[src/seed_pkg.sv]
package seed_pkg;

  typedef struct packed {
    logic        cmd;
    logic [63:0] block_high;
    logic [63:0] block_low;
  } seed_in_t;

  typedef struct packed {
    logic [63:0] out_high;
    logic [63:0] out_low;
  } seed_out_t;

  typedef enum logic [2:0] {
    ST_IDLE,
    ST_KEY,
    ST_G0,
    ST_G1,
    ST_G2,
    ST_DONE
  } seed_state_t;

  localparam logic [1:0] CFG_KEY_HIGH = 2'd0;
  localparam logic [1:0] CFG_KEY_LOW  = 2'd1;
  localparam logic       CMD_DECRYPT  = 1'b1;
  localparam logic [31:0] GOLDEN_KC   = 32'h9e3779b9;

  localparam logic [7:0] MASK_A = 8'hfc;
  localparam logic [7:0] MASK_B = 8'hf3;
  localparam logic [7:0] MASK_C = 8'hcf;
  localparam logic [7:0] MASK_D = 8'h3f;

  localparam logic [7:0] SBOX_ONE [256] = '{
    8'hA9,8'h85,8'hD6,8'hD3,8'h54,8'h1D,8'hAC,8'h25,8'h5D,8'h43,8'h18,8'h1E,8'h51,8'hFC,8'hCA,8'h63,
    8'h28,8'h44,8'h20,8'h9D,8'hE0,8'hE2,8'hC8,8'h17,8'hA5,8'h8F,8'h03,8'h7B,8'hBB,8'h13,8'hD2,8'hEE,
    8'h70,8'h8C,8'h3F,8'hA8,8'h32,8'hDD,8'hF6,8'h74,8'hEC,8'h95,8'h0B,8'h57,8'h5C,8'h5B,8'hBD,8'h01,
    8'h24,8'h1C,8'h73,8'h98,8'h10,8'hCC,8'hF2,8'hD9,8'h2C,8'hE7,8'h72,8'h83,8'h9B,8'hD1,8'h86,8'hC9,
    8'h60,8'h50,8'hA3,8'hEB,8'h0D,8'hB6,8'h9E,8'h4F,8'hB7,8'h5A,8'hC6,8'h78,8'hA6,8'h12,8'hAF,8'hD5,
    8'h61,8'hC3,8'hB4,8'h41,8'h52,8'h7D,8'h8D,8'h08,8'h1F,8'h99,8'h00,8'h19,8'h04,8'h53,8'hF7,8'hE1,
    8'hFD,8'h76,8'h2F,8'h27,8'hB0,8'h8B,8'h0E,8'hAB,8'hA2,8'h6E,8'h93,8'h4D,8'h69,8'h7C,8'h09,8'h0A,
    8'hBF,8'hEF,8'hF3,8'hC5,8'h87,8'h14,8'hFE,8'h64,8'hDE,8'h2E,8'h4B,8'h1A,8'h06,8'h21,8'h6B,8'h66,
    8'h02,8'hF5,8'h92,8'h8A,8'h0C,8'hB3,8'h7E,8'hD0,8'h7A,8'h47,8'h96,8'hE5,8'h26,8'h80,8'hAD,8'hDF,
    8'hA1,8'h30,8'h37,8'hAE,8'h36,8'h15,8'h22,8'h38,8'hF4,8'hA7,8'h45,8'h4C,8'h81,8'hE9,8'h84,8'h97,
    8'h35,8'hCB,8'hCE,8'h3C,8'h71,8'h11,8'hC7,8'h89,8'h75,8'hFB,8'hDA,8'hF8,8'h94,8'h59,8'h82,8'hC4,
    8'hFF,8'h49,8'h39,8'h67,8'hC0,8'hCF,8'hD7,8'hB8,8'h0F,8'h8E,8'h42,8'h23,8'h91,8'h6C,8'hDB,8'hA4,
    8'h34,8'hF1,8'h48,8'hC2,8'h6F,8'h3D,8'h2D,8'h40,8'hBE,8'h3E,8'hBC,8'hC1,8'hAA,8'hBA,8'h4E,8'h55,
    8'h3B,8'hDC,8'h68,8'h7F,8'h9C,8'hD8,8'h4A,8'h56,8'h77,8'hA0,8'hED,8'h46,8'hB5,8'h2B,8'h65,8'hFA,
    8'hE3,8'hB9,8'hB1,8'h9F,8'h5E,8'hF9,8'hE6,8'hB2,8'h31,8'hEA,8'h6D,8'h5F,8'hE4,8'hF0,8'hCD,8'h88,
    8'h16,8'h3A,8'h58,8'hD4,8'h62,8'h29,8'h07,8'h33,8'hE8,8'h1B,8'h05,8'h79,8'h90,8'h6A,8'h2A,8'h9A
  };

  localparam logic [7:0] SBOX_TWO [256] = '{
    8'h38,8'hE8,8'h2D,8'hA6,8'hCF,8'hDE,8'hB3,8'hB8,8'hAF,8'h60,8'h55,8'hC7,8'h44,8'h6F,8'h6B,8'h5B,
    8'hC3,8'h62,8'h33,8'hB5,8'h29,8'hA0,8'hE2,8'hA7,8'hD3,8'h91,8'h11,8'h06,8'h1C,8'hBC,8'h36,8'h4B,
    8'hEF,8'h88,8'h6C,8'hA8,8'h17,8'hC4,8'h16,8'hF4,8'hC2,8'h45,8'hE1,8'hD6,8'h3F,8'h3D,8'h8E,8'h98,
    8'h28,8'h4E,8'hF6,8'h3E,8'hA5,8'hF9,8'h0D,8'hDF,8'hD8,8'h2B,8'h66,8'h7A,8'h27,8'h2F,8'hF1,8'h72,
    8'h42,8'hD4,8'h41,8'hC0,8'h73,8'h67,8'hAC,8'h8B,8'hF7,8'hAD,8'h80,8'h1F,8'hCA,8'h2C,8'hAA,8'h34,
    8'hD2,8'h0B,8'hEE,8'hE9,8'h5D,8'h94,8'h18,8'hF8,8'h57,8'hAE,8'h08,8'hC5,8'h13,8'hCD,8'h86,8'hB9,
    8'hFF,8'h7D,8'hC1,8'h31,8'hF5,8'h8A,8'h6A,8'hB1,8'hD1,8'h20,8'hD7,8'h02,8'h22,8'h04,8'h68,8'h71,
    8'h07,8'hDB,8'h9D,8'h99,8'h61,8'hBE,8'hE6,8'h59,8'hDD,8'h51,8'h90,8'hDC,8'h9A,8'hA3,8'hAB,8'hD0,
    8'h81,8'h0F,8'h47,8'h1A,8'hE3,8'hEC,8'h8D,8'hBF,8'h96,8'h7B,8'h5C,8'hA2,8'hA1,8'h63,8'h23,8'h4D,
    8'hC8,8'h9E,8'h9C,8'h3A,8'h0C,8'h2E,8'hBA,8'h6E,8'h9F,8'h5A,8'hF2,8'h92,8'hF3,8'h49,8'h78,8'hCC,
    8'h15,8'hFB,8'h70,8'h75,8'h7F,8'h35,8'h10,8'h03,8'h64,8'h6D,8'hC6,8'h74,8'hD5,8'hB4,8'hEA,8'h09,
    8'h76,8'h19,8'hFE,8'h40,8'h12,8'hE0,8'hBD,8'h05,8'hFA,8'h01,8'hF0,8'h2A,8'h5E,8'hA9,8'h56,8'h43,
    8'h85,8'h14,8'h89,8'h9B,8'hB0,8'hE5,8'h48,8'h79,8'h97,8'hFC,8'h1E,8'h82,8'h21,8'h8C,8'h1B,8'h5F,
    8'h77,8'h54,8'hB2,8'h1D,8'h25,8'h4F,8'h00,8'h46,8'hED,8'h58,8'h52,8'hEB,8'h7E,8'hDA,8'hC9,8'hFD,
    8'h30,8'h95,8'h65,8'h3C,8'hB6,8'hE4,8'hBB,8'h7C,8'h0E,8'h50,8'h39,8'h26,8'h32,8'h84,8'h69,8'h93,
    8'h37,8'hE7,8'h24,8'hA4,8'hCB,8'h53,8'h0A,8'h87,8'hD9,8'h4C,8'h83,8'h8F,8'hCE,8'h3B,8'h4A,8'hB7
  };

endpackage

[src/seed_gfunc.sv]
// SEED G function: four S-box lookups and masked byte mixing
module seed_gfunc (
  input  logic [31:0] x,
  output logic [31:0] y
);
  import seed_pkg::*;

  logic [7:0] y0, y1, y2, y3;
  logic [7:0] z0, z1, z2, z3;

  always_comb begin
    y0 = SBOX_ONE[x[7:0]];
    y1 = SBOX_TWO[x[15:8]];
    y2 = SBOX_ONE[x[23:16]];
    y3 = SBOX_TWO[x[31:24]];
    z0 = (y0 & MASK_A) ^ (y1 & MASK_B) ^ (y2 & MASK_C) ^ (y3 & MASK_D);
    z1 = (y0 & MASK_B) ^ (y1 & MASK_C) ^ (y2 & MASK_D) ^ (y3 & MASK_A);
    z2 = (y0 & MASK_C) ^ (y1 & MASK_D) ^ (y2 & MASK_A) ^ (y3 & MASK_B);
    z3 = (y0 & MASK_D) ^ (y1 & MASK_A) ^ (y2 & MASK_B) ^ (y3 & MASK_C);
    y  = {z3, z2, z1, z0};
  end

endmodule

[src/seed_block_cipher_unit.sv]
// Channel  Ports                                  Handshake
// input    start, busy, in_data                   start & !busy
// result   out_strobe, out_data                   one-cycle strobe
// config   cfg_valid, cfg_ready, cfg_index, cfg_data  valid & ready
//
// One shared G unit is used once per cycle. A key write computes all 32
// round-key words in ST_KEY before the next block is taken. A block runs
// 16 rounds of three G passes, then shows the result in ST_DONE. Round
// keys live in a 32-word memory; both words of a round are read together,
// registered the cycle before use. Reset is synchronous; key registers
// clear to zero. In idle a start wins over a configuration write. The
// receiver cannot stall: the result strobe lasts one cycle.
module seed_block_cipher_unit (
  input  logic               clk,
  input  logic               rst_n,
  input  logic               start,
  output logic               busy,
  input  seed_pkg::seed_in_t in_data,
  output logic               out_strobe,
  output seed_pkg::seed_out_t out_data,
  input  logic               cfg_valid,
  output logic               cfg_ready,
  input  logic [1:0]         cfg_index,
  input  logic [63:0]        cfg_data
);
  import seed_pkg::*;

  seed_state_t state_r, state_nxt;
  logic [63:0] key_high_r, key_low_r;
  logic [31:0] ka_r, kb_r, kc_r, kd_r, kcon_r;
  logic [4:0]  cnt_r;        // key word index (round * 2 + half) or round number
  logic        dec_r;
  logic [31:0] l0_r, l1_r, r0_r, r1_r, t0_r, t1_r;
  logic [31:0] rk_mem [32];
  logic [31:0] g_in, g_out;
  logic        cfg_wr;
  logic [31:0] rd_data_r, rd_odd_r;

  assign cfg_ready  = (state_r == ST_IDLE) && !start;
  assign busy       = (state_r != ST_IDLE);
  assign cfg_wr     = cfg_valid && cfg_ready &&
                      (cfg_index == CFG_KEY_HIGH || cfg_index == CFG_KEY_LOW);
  assign out_strobe = (state_r == ST_DONE);
  assign out_data   = '{out_high: {r0_r, r1_r}, out_low: {l0_r, l1_r}};

  // key schedule temporaries
  logic [31:0] kt0, kt1;
  assign kt0 = ka_r + kc_r - kcon_r;
  assign kt1 = kb_r - kd_r + kcon_r;

  // shared G unit input select
  always_comb begin
    unique case (state_r)
      ST_KEY:  g_in = cnt_r[0] ? kt1 : kt0;
      ST_G0:   g_in = (r0_r ^ rd_data_r) ^ (r1_r ^ rd_odd_r);
      ST_G1:   g_in = t0_r + t1_r;
      ST_G2:   g_in = t0_r + t1_r;
      default: g_in = t0_r + t1_r;
    endcase
  end

  seed_gfunc u_g (.x(g_in), .y(g_out));

  // sequencer
  always_comb begin
    state_nxt = state_r;
    unique case (state_r)
      ST_IDLE: begin
        if (start) state_nxt = ST_G0;
        else if (cfg_wr) state_nxt = ST_KEY;
      end
      ST_KEY:  if (cnt_r == 5'd31) state_nxt = ST_IDLE;
      ST_G0:   state_nxt = ST_G1;
      ST_G1:   state_nxt = ST_G2;
      ST_G2:   state_nxt = (cnt_r[3:0] == 4'd15) ? ST_DONE : ST_G0;
      ST_DONE: state_nxt = ST_IDLE;
      default: state_nxt = ST_IDLE;
    endcase
  end

  always_ff @(posedge clk) begin
    if (!rst_n) begin
      state_r    <= ST_IDLE;
      key_high_r <= '0;
      key_low_r  <= '0;
      cnt_r      <= '0;
    end else begin
      state_r <= state_nxt;
      if (cfg_wr) begin
        cnt_r <= '0;
        if (cfg_index == CFG_KEY_HIGH) key_high_r <= cfg_data;
        else key_low_r <= cfg_data;
      end else if (state_r == ST_IDLE && start) begin
        cnt_r <= '0;
      end else if (state_r == ST_KEY) begin
        cnt_r <= cnt_r + 5'd1;
      end else if (state_r == ST_G2) begin
        cnt_r <= {1'b0, cnt_r[3:0] + 4'd1};
      end
    end
  end

  // key schedule working words: loaded on a key write, stepped per round
  always_ff @(posedge clk) begin
    if (state_r == ST_IDLE && cfg_wr) begin
      ka_r   <= (cfg_index == CFG_KEY_HIGH) ? cfg_data[63:32] : key_high_r[63:32];
      kb_r   <= (cfg_index == CFG_KEY_HIGH) ? cfg_data[31:0]  : key_high_r[31:0];
      kc_r   <= (cfg_index == CFG_KEY_LOW)  ? cfg_data[63:32] : key_low_r[63:32];
      kd_r   <= (cfg_index == CFG_KEY_LOW)  ? cfg_data[31:0]  : key_low_r[31:0];
      kcon_r <= GOLDEN_KC;
    end else if (state_r == ST_KEY && cnt_r[0]) begin
      if (!cnt_r[1]) begin
        ka_r <= (ka_r >> 8) ^ (kb_r << 24);
        kb_r <= (kb_r >> 8) ^ (ka_r << 24);
      end else begin
        kc_r <= (kc_r << 8) ^ (kd_r >> 24);
        kd_r <= (kd_r << 8) ^ (kc_r >> 24);
      end
      kcon_r <= {kcon_r[30:0], kcon_r[31]};
    end
  end

  // round-key memory: written during the schedule, a word pair read per cycle
  logic [4:0] rd_addr;
  always_comb begin
    unique case (state_r)
      ST_IDLE: rd_addr = in_data.cmd ? 5'd30 : 5'd0;
      default: rd_addr = dec_r ? {4'd14 - cnt_r[3:0], 1'b0}
                               : {cnt_r[3:0] + 4'd1, 1'b0};
    endcase
  end

  always_ff @(posedge clk) begin
    if (state_r == ST_KEY) rk_mem[cnt_r] <= g_out;
    rd_data_r <= rk_mem[rd_addr];
    rd_odd_r  <= rk_mem[{rd_addr[4:1], 1'b1}];
  end

  // datapath: three G passes per round
  always_ff @(posedge clk) begin
    unique case (state_r)
      ST_IDLE: begin
        if (start) begin
          dec_r <= in_data.cmd;
          l0_r  <= in_data.block_high[63:32];
          l1_r  <= in_data.block_high[31:0];
          r0_r  <= in_data.block_low[63:32];
          r1_r  <= in_data.block_low[31:0];
        end
      end
      ST_G0: begin
        // both words of the round's pair arrived last cycle
        t0_r <= r0_r ^ rd_data_r;
        t1_r <= g_out;
      end
      ST_G1: begin
        t0_r <= g_out;
        t1_r <= t1_r;
      end
      ST_G2: begin
        l0_r <= r0_r;
        l1_r <= r1_r;
        r0_r <= l0_r ^ (t0_r + g_out);
        r1_r <= l1_r ^ g_out;
      end
      default: ;
    endcase
  end

endmodule

[config.mk]
export PLATFORM = sky130hd
export DESIGN_NAME = seed_block_cipher_unit
export DESIGN_NICKNAME = d
export VERILOG_FILES = /design/src/seed_pkg.sv /design/src/seed_gfunc.sv /design/src/seed_block_cipher_unit.sv
export SDC_FILE = /design/constraint.sdc
export NUM_CORES = 2
export LEC_CHECK = 0
export BUFFER_PORTS_ARGS = -buffer_cell sky130_fd_sc_hd__buf_2
export CAP_MARGIN = 20
export CORE_ASPECT_RATIO = 1.25
export CORE_UTILIZATION = 68
export CTS_CLUSTER_SIZE = 30
export DETAILED_ROUTE_END_ITERATION = 10
export GPL_TIMING_DRIVEN = 0
export PLACE_DENSITY = 0.84
export SKIP_LAST_GASP = 1
export SLEW_MARGIN = 30
export SYNTH_ARGS = -nofsm -noshare
export SYNTH_HDL_FRONTEND = slang
export SYNTH_SLANG_ARGS = --single-unit
[constraint.sdc]
create_clock -name clk -period 23.4 [get_ports clk]
set_clock_uncertainty 0.2 [all_clocks]
set_input_delay 1.17 -clock clk [delete_from_list [all_inputs] [get_ports clk]]
set_output_delay 1.17 -clock clk [all_outputs]
set_load 0.01 [all_outputs]
==> results.rst, run 1 <==
.. list-table::
   :header-rows: 1

   * - Metric
     - Value
   * - Run status
     - stopped before the end
   * - Stopped at
     - global routing
   * - Error message
     - [ERROR GRT-0116] Global routing finished with congestion. Check the congestion regions in the DRC Viewer.
   * - Overall global routing resource usage
     - 0.860
   * - Gates resized, CTS repair
     - 0
   * - Synthesized cell area
     - 84900 um2
   * - # IOs
     - 330
   * - Total number of H-tree levels
     - 4
   * - Starting density of the core
     - 0.687
   * - Leading register cell type out of synthesis
     - sky130_fd_sc_hd__edfxtp_1
   * - GRT overflow
     - 1293
   * - Syn Nets
     - 8663
   * - Clock sink count
     - 1577
   * - Average instance area after synthesis
     - 10.4 um2
   * - Clock Tree Root
     - sky130_fd_sc_hd__clkbuf_16
   * - Number of storage elements in the synthesis netlist
     - 1577
   * - Synth Warn #
     - 0
   * - Share of synthesized area occupied by flip-flops and latches
     - 0.530
   * - Cells after synthesis
     - 8197
   * - Cell variety after synth
     - 142
   * - DP Wirelength
     - 282 mm
   * - Placer's final routability congestion estimate
     - 1.21
   * - EDFF count, synth
     - 1345
   * - Vertical die dimension
     - 397 um
   * - Maximum number of pins on one net before global-route repair
     - 45
   * - Hold buffers post-CTS
     - 0
   * - Number of buffers on the longest clock path
     - 3
   * - Wire length of the first global-routing pass
     - 781 mm
   * - Number of buffers created by CTS
     - 145
   * - Row count
     - 144
   * - Port buffer count
     - 328
   * - Via count of the first global-routing pass
     - 99000
   * - X dimension of the die
     - 318 um
   * - Post-CTS setup buffers
     - 0
   * - Placed instance count
     - 10200
   * - Async set-reset flop share out of synthesis
     - 0
-- per-layer routing --
metal,GRT overflow,global-route usage
met2,644,0.977
met5,16,0.565
met1,134,0.844
met4,395,0.863
met3,104,0.768
-- cell usage after synthesis (88+ instances only) --
cell type,instances,area share
sky130_fd_sc_hd__a211oi_1,97,0.0086
sky130_fd_sc_hd__a21boi_0,137,0.012
sky130_fd_sc_hd__a21oi_1,465,0.027
sky130_fd_sc_hd__a311oi_1,231,0.024
sky130_fd_sc_hd__a31oi_1,133,0.0098
sky130_fd_sc_hd__buf_2,88,0.0052
sky130_fd_sc_hd__clkbuf_1,438,0.019
sky130_fd_sc_hd__dfxtp_1,232,0.055
sky130_fd_sc_hd__edfxtp_1,1345,0.48
sky130_fd_sc_hd__ha_1,201,0.030
sky130_fd_sc_hd__inv_1,317,0.014
sky130_fd_sc_hd__mux2i_1,171,0.020
sky130_fd_sc_hd__nand2_1,1536,0.068
sky130_fd_sc_hd__nand3_1,112,0.0066
sky130_fd_sc_hd__nor2_1,363,0.016
sky130_fd_sc_hd__nor3_1,206,0.012
sky130_fd_sc_hd__o211ai_1,119,0.011
sky130_fd_sc_hd__o21ai_0,429,0.025
sky130_fd_sc_hd__o22ai_1,290,0.021
sky130_fd_sc_hd__xnor2_1,186,0.019
sky130_fd_sc_hd__xor2_1,99,0.010
-- cell families after synthesis --
kind of cell / count (synthesis) / share of synthesized area
fa+ha+maj: 267 / 0.0452
flops: 1577 / 0.530
buf+inv: 934 / 0.0460
xor+xnor: 305 / 0.0346
mux: 195 / 0.0243
compound gates: 2435 / 0.194
simple gates: 2484 / 0.126
-- metrics by stage --
| step | cell area (um2) | hold WS [ns] | setup slack, ns |
|---|---|---|---|
| 2_1_floorplan | 84900 | 0.243 | 13.84 |
| 3_3_place_gp | 88600 | 0.249 | 7.72 |
| 3_5_place_dp | 91000 | 0.258 | 9.79 |
| 4_1_cts | 96100 | 0.267 | 9.32 |
==> run 2: changes to the inputs <==
--- a/config.mk
+++ b/config.mk
@@ -7,12 +7,10 @@
 export LEC_CHECK = 0
 export BUFFER_PORTS_ARGS = -buffer_cell sky130_fd_sc_hd__buf_2
 export CAP_MARGIN = 20
-export CORE_ASPECT_RATIO = 1.25
-export CORE_UTILIZATION = 68
-export CTS_CLUSTER_SIZE = 30
+export CORE_UTILIZATION = 40
 export DETAILED_ROUTE_END_ITERATION = 10
 export GPL_TIMING_DRIVEN = 0
-export PLACE_DENSITY = 0.84
+export PLACE_DENSITY_LB_ADDON = 0.15
 export SKIP_LAST_GASP = 1
 export SLEW_MARGIN = 30
 export SYNTH_ARGS = -nofsm -noshare
==> run 2 against run 1 <==
  * The run now ends clean
  * Synthesized area unchanged
  * Synthesized cell count unchanged
==> results.rst, run 2 <==
.. list-table::
   :header-rows: 1

   * - Metric
     - Value
   * - Timing startpoint of the critical path
     - kb_r[5]
   * - Cell variety after synth
     - 142 (unchanged)
   * - Via count of the first global-routing pass
     - 72000
   * - Async set-reset flop share out of synthesis
     - 0 (unchanged)
   * - Cell with the largest stage delay on the worst path
     - sky130_fd_sc_hd__mux2i_1
   * - Synth Area in Adders
     - 0.0452 (unchanged)
   * - Most common library cell in the layout ignoring fill and taps
     - sky130_fd_sc_hd__nand2_1
   * - Dominant combinational cell family by area after synthesis
     - compound AO/OA/AOI/OAI gates
   * - Share of synthesized area occupied by flip-flops and latches
     - 0.530 (unchanged)
   * - Fraction of synthesized cell area taken by the top area cell type
     - 0.476 (unchanged)
   * - Average instance area after synthesis
     - 10.4 um2 (unchanged)
   * - Core area
     - 210000 um2
   * - Gates resized, CTS repair
     - 0 (unchanged)
   * - Number of storage elements in the synthesis netlist
     - 1577 (unchanged)
   * - Instance area after placement
     - 93100 um2 (+2.2%)
   * - Starting density of the core
     - 0.404 (-0.283)
   * - Kind of start point of the critical path
     - register
   * - Initial DRT Pass Iterations
     - 8
   * - Number of remaining DRC errors
     - 0
   * - Top cell types by occurrence after synthesis
     - sky130_fd_sc_hd__nand2_1, sky130_fd_sc_hd__edfxtp_1, sky130_fd_sc_hd__a21oi_1
   * - Cells after synthesis
     - 8197 (unchanged)
   * - Number of buffers created by CTS
     - 171 (+18%)
   * - Fraction of layout cells with a size suffix above 1
     - 0.125
   * - Portion of the clock cycle consumed by the worst path in the final layout
     - 0.597
   * - Total number of H-tree levels
     - 4 (unchanged)
   * - Crit end category
     - register
   * - Top library cells by usage in the layout, fill and taps aside
     - sky130_fd_sc_hd__nand2_1, sky130_fd_sc_hd__edfxtp_1, sky130_fd_sc_hd__a21oi_1, sky130_fd_sc_hd__clkbuf_1, sky130_fd_sc_hd__buf_2
   * - Area taken by flip-flops and latches
     - 45000 um2
   * - Post-CTS setup buffers
     - 0 (unchanged)
   * - Antenna violations before repair
     - 33
   * - Clock tree from TritonCTS
     - done
   * - Clock sink count
     - 1577 (unchanged)
   * - Max Freq
     - 71.6 MHz
   * - Post-route antenna net violation count
     - 0
   * - Routed via count
     - 74600
   * - Cell repeated most along the worst path
     - sky130_fd_sc_hd__a21oi_1
   * - Crit Path Class
     - reg -> reg
   * - Number of flip-flops in the largest register
     - 1024
   * - Leading register cell type out of synthesis
     - sky130_fd_sc_hd__edfxtp_1
   * - Port buffer count
     - 328 (unchanged)
   * - Final instance area
     - 98900 um2
   * - Placer's final routability congestion estimate
     - 1.03 (-15%)
   * - Insertion delay to the later sink of the worst-skew pair
     - 0.88 ns
   * - Row count
     - 168 (+17%)
   * - Die area
     - 214000 um2
   * - Synthesized cell area
     - 84900 um2 (unchanged)
   * - Worst-Margin Slew
     - 1.13 ns
   * - Startpoint of the tightest hold check path
     - key_high_r[46]
   * - Required time at the worst-slack endpoint
     - 23.91 ns
   * - Number of buffers on the longest clock path
     - 3 (unchanged)
   * - EDFF count, synth
     - 1345 (unchanged)
   * - Arrival time of the worst setup path
     - 14.48 ns
   * - Footprint of the multi-input gates
     - 36700 um2
   * - Share of the synthesized area in compound gates (AO/OA/AOI/OAI)
     - 0.194 (unchanged)
   * - Count of endpoints failing hold in the final timing report
     - 0
   * - First-iteration detailed-routing DRC count
     - 9856
   * - Synth Area in XOR/XNOR
     - 0.0346 (unchanged)
   * - Synth Warn #
     - 0 (unchanged)
   * - Pins over their slew limit
     - 0
   * - GRT overflow
     - 0
   * - Clock transition time at the flip-flop clock pins of the worst setup and hold paths
     - 0.06 ns
   * - DP Wirelength
     - 315 mm (+12%)
   * - Area growth from synthesis to layout
     - 16.5%
   * - Synthesized-area fraction occupied by and/or/nand/nor cells
     - 0.126 (unchanged)
   * - Setup TNS
     - 0 ns
   * - Hold buffers post-CTS
     - 0 (unchanged)
   * - Maximum number of pins on one net before global-route repair
     - 45
   * - Worst hold path class
     - reg -> reg
   * - Largest cells by area after synthesis
     - sky130_fd_sc_hd__edfxtp_1, sky130_fd_sc_hd__nand2_1, sky130_fd_sc_hd__dfxtp_1
   * - Fill count
     - 19800
   * - Unrepaired setup endpoints after global routing
     - false
   * - Shortest period the worst path allows
     - 13.97 ns
   * - Final setup fails
     - 0
   * - Run status
     - finished clean
   * - Most frequent cell after synthesis
     - sky130_fd_sc_hd__nand2_1
   * - Syn Nets
     - 8663 (unchanged)
   * - Ratio of routed vias to standard cells
     - 6.33
   * - Max-cap violation count
     - 0
   * - Top cell type by total area after synthesis
     - sky130_fd_sc_hd__edfxtp_1
   * - Fraction of synthesized area in multiplexers
     - 0.0243 (unchanged)
   * - Startpoint of the worst register-to-register path
     - kb_r[5]
   * - Drt total wl
     - 416 mm
   * - Largest driver fanout on the critical path
     - 14
   * - WL per Instance
     - 35.3 um
   * - Clock Tree Root
     - sky130_fd_sc_hd__clkbuf_16
   * - X dimension of the die
     - 463 um (+45%)
   * - Vertical die dimension
     - 463 um (+17%)
   * - Nets@finish
     - 9290
   * - Largest stage delay, worst path
     - 0.81 ns
   * - Max-slew headroom
     - 0.239
   * - # IOs
     - 330 (unchanged)
   * - Most flops, register
     - rk_mem
   * - Top Registers
     - rk_mem: 1024 flops, key_high_r: 64 flops, key_low_r: 64 flops
   * - Hold_ws
     - 0.262 ns
   * - Wire length of the first global-routing pass
     - 573 mm
   * - Overall global routing resource usage
     - 0.378
run 2: cell counts after synthesis:
Identical to the previous run, type by type.
run 2: logic make-up (layout without fill, tap and decap cells):
kind of cell	after synthesis	after routing
AND/OR/NAND/NOR	2484	2484
AO/OA/AOI/OAI	2435	2435
flip-flops	1577	1577
buffers and inverters	934	1706
XOR/XNOR	305	305
adder cells (fa/ha/maj)	267	267
multiplexers	195	195
other	0	13
run 2: metal layers:
layer | vias up | part of all wire | global-route usage
met5 | - | 0.00029 | 0
met1 | 37500 | 0.39 | 0.478
met4 | 16 | 0.070 | 0.225
met2 | 4349 | 0.45 | 0.591
met3 | 1032 | 0.092 | 0.0889
li1 | 31700 | - | -
run 2: path summary, 6_finish.rpt:
kind / depth (start not counted) / endpoint / slack [ns]
setup / recovery: 40 / r0_r[31] / 9.43
hold reg to reg: 2 / key_high_r[46] / 0.26
setup reg to reg: 40 / r0_r[31] / 9.43
hold / removal: 2 / key_high_r[46] / 0.26
run 2: area by class of cell:
| cell class | count | area share |
|---|---|---|
| flip-flops and latches | 1577 | 0.455 |
| multi-input cells | 5686 | 0.371 |
| clock buffers | 220 | 0.0462 |
| repair buffers | 454 | 0.0399 |
| well taps | 2805 | 0.0355 |
| plain buffers | 605 | 0.0275 |
| inverters | 329 | 0.0125 |
| clock inverters | 98 | 0.0120 |
| diodes | 13 | 0.000329 |
run 2: per-stage QoR:
| step | setup WS [ns] | util | std cells |
|---|---|---|---|
| final | 9.43 | 0.471 | 11800 |
| after global routing | 9.06 | 0.471 | 11800 |
| after CTS | 10.15 | 0.470 | 11800 |
| after detailed placement | 10.18 | 0.443 | 11500 |
| after global placement | 6.66 | 0.428 | 11300 |
| after floorplan | 13.84 | - | 8197 |
run 2: critical path, delay by kind of cell, from the launching register on:
| family | cells | cell delay [ns] |
|---|---|---|
| flip-flops | 1 | 0.51 |
| adder cells (fa/ha/maj) | 4 | 1.84 |
| AND/OR/NAND/NOR | 8 | 1.82 |
| buffers and inverters | 7 | 2.27 |
| AO/OA/AOI/OAI | 14 | 4.21 |
| XOR/XNOR | 4 | 1.60 |
| multiplexers | 3 | 1.32 |
Power of run 2 is left out: the tool's default activity adds up to more than one toggle a clock period on the data nets, which glitch-free logic cannot reach.
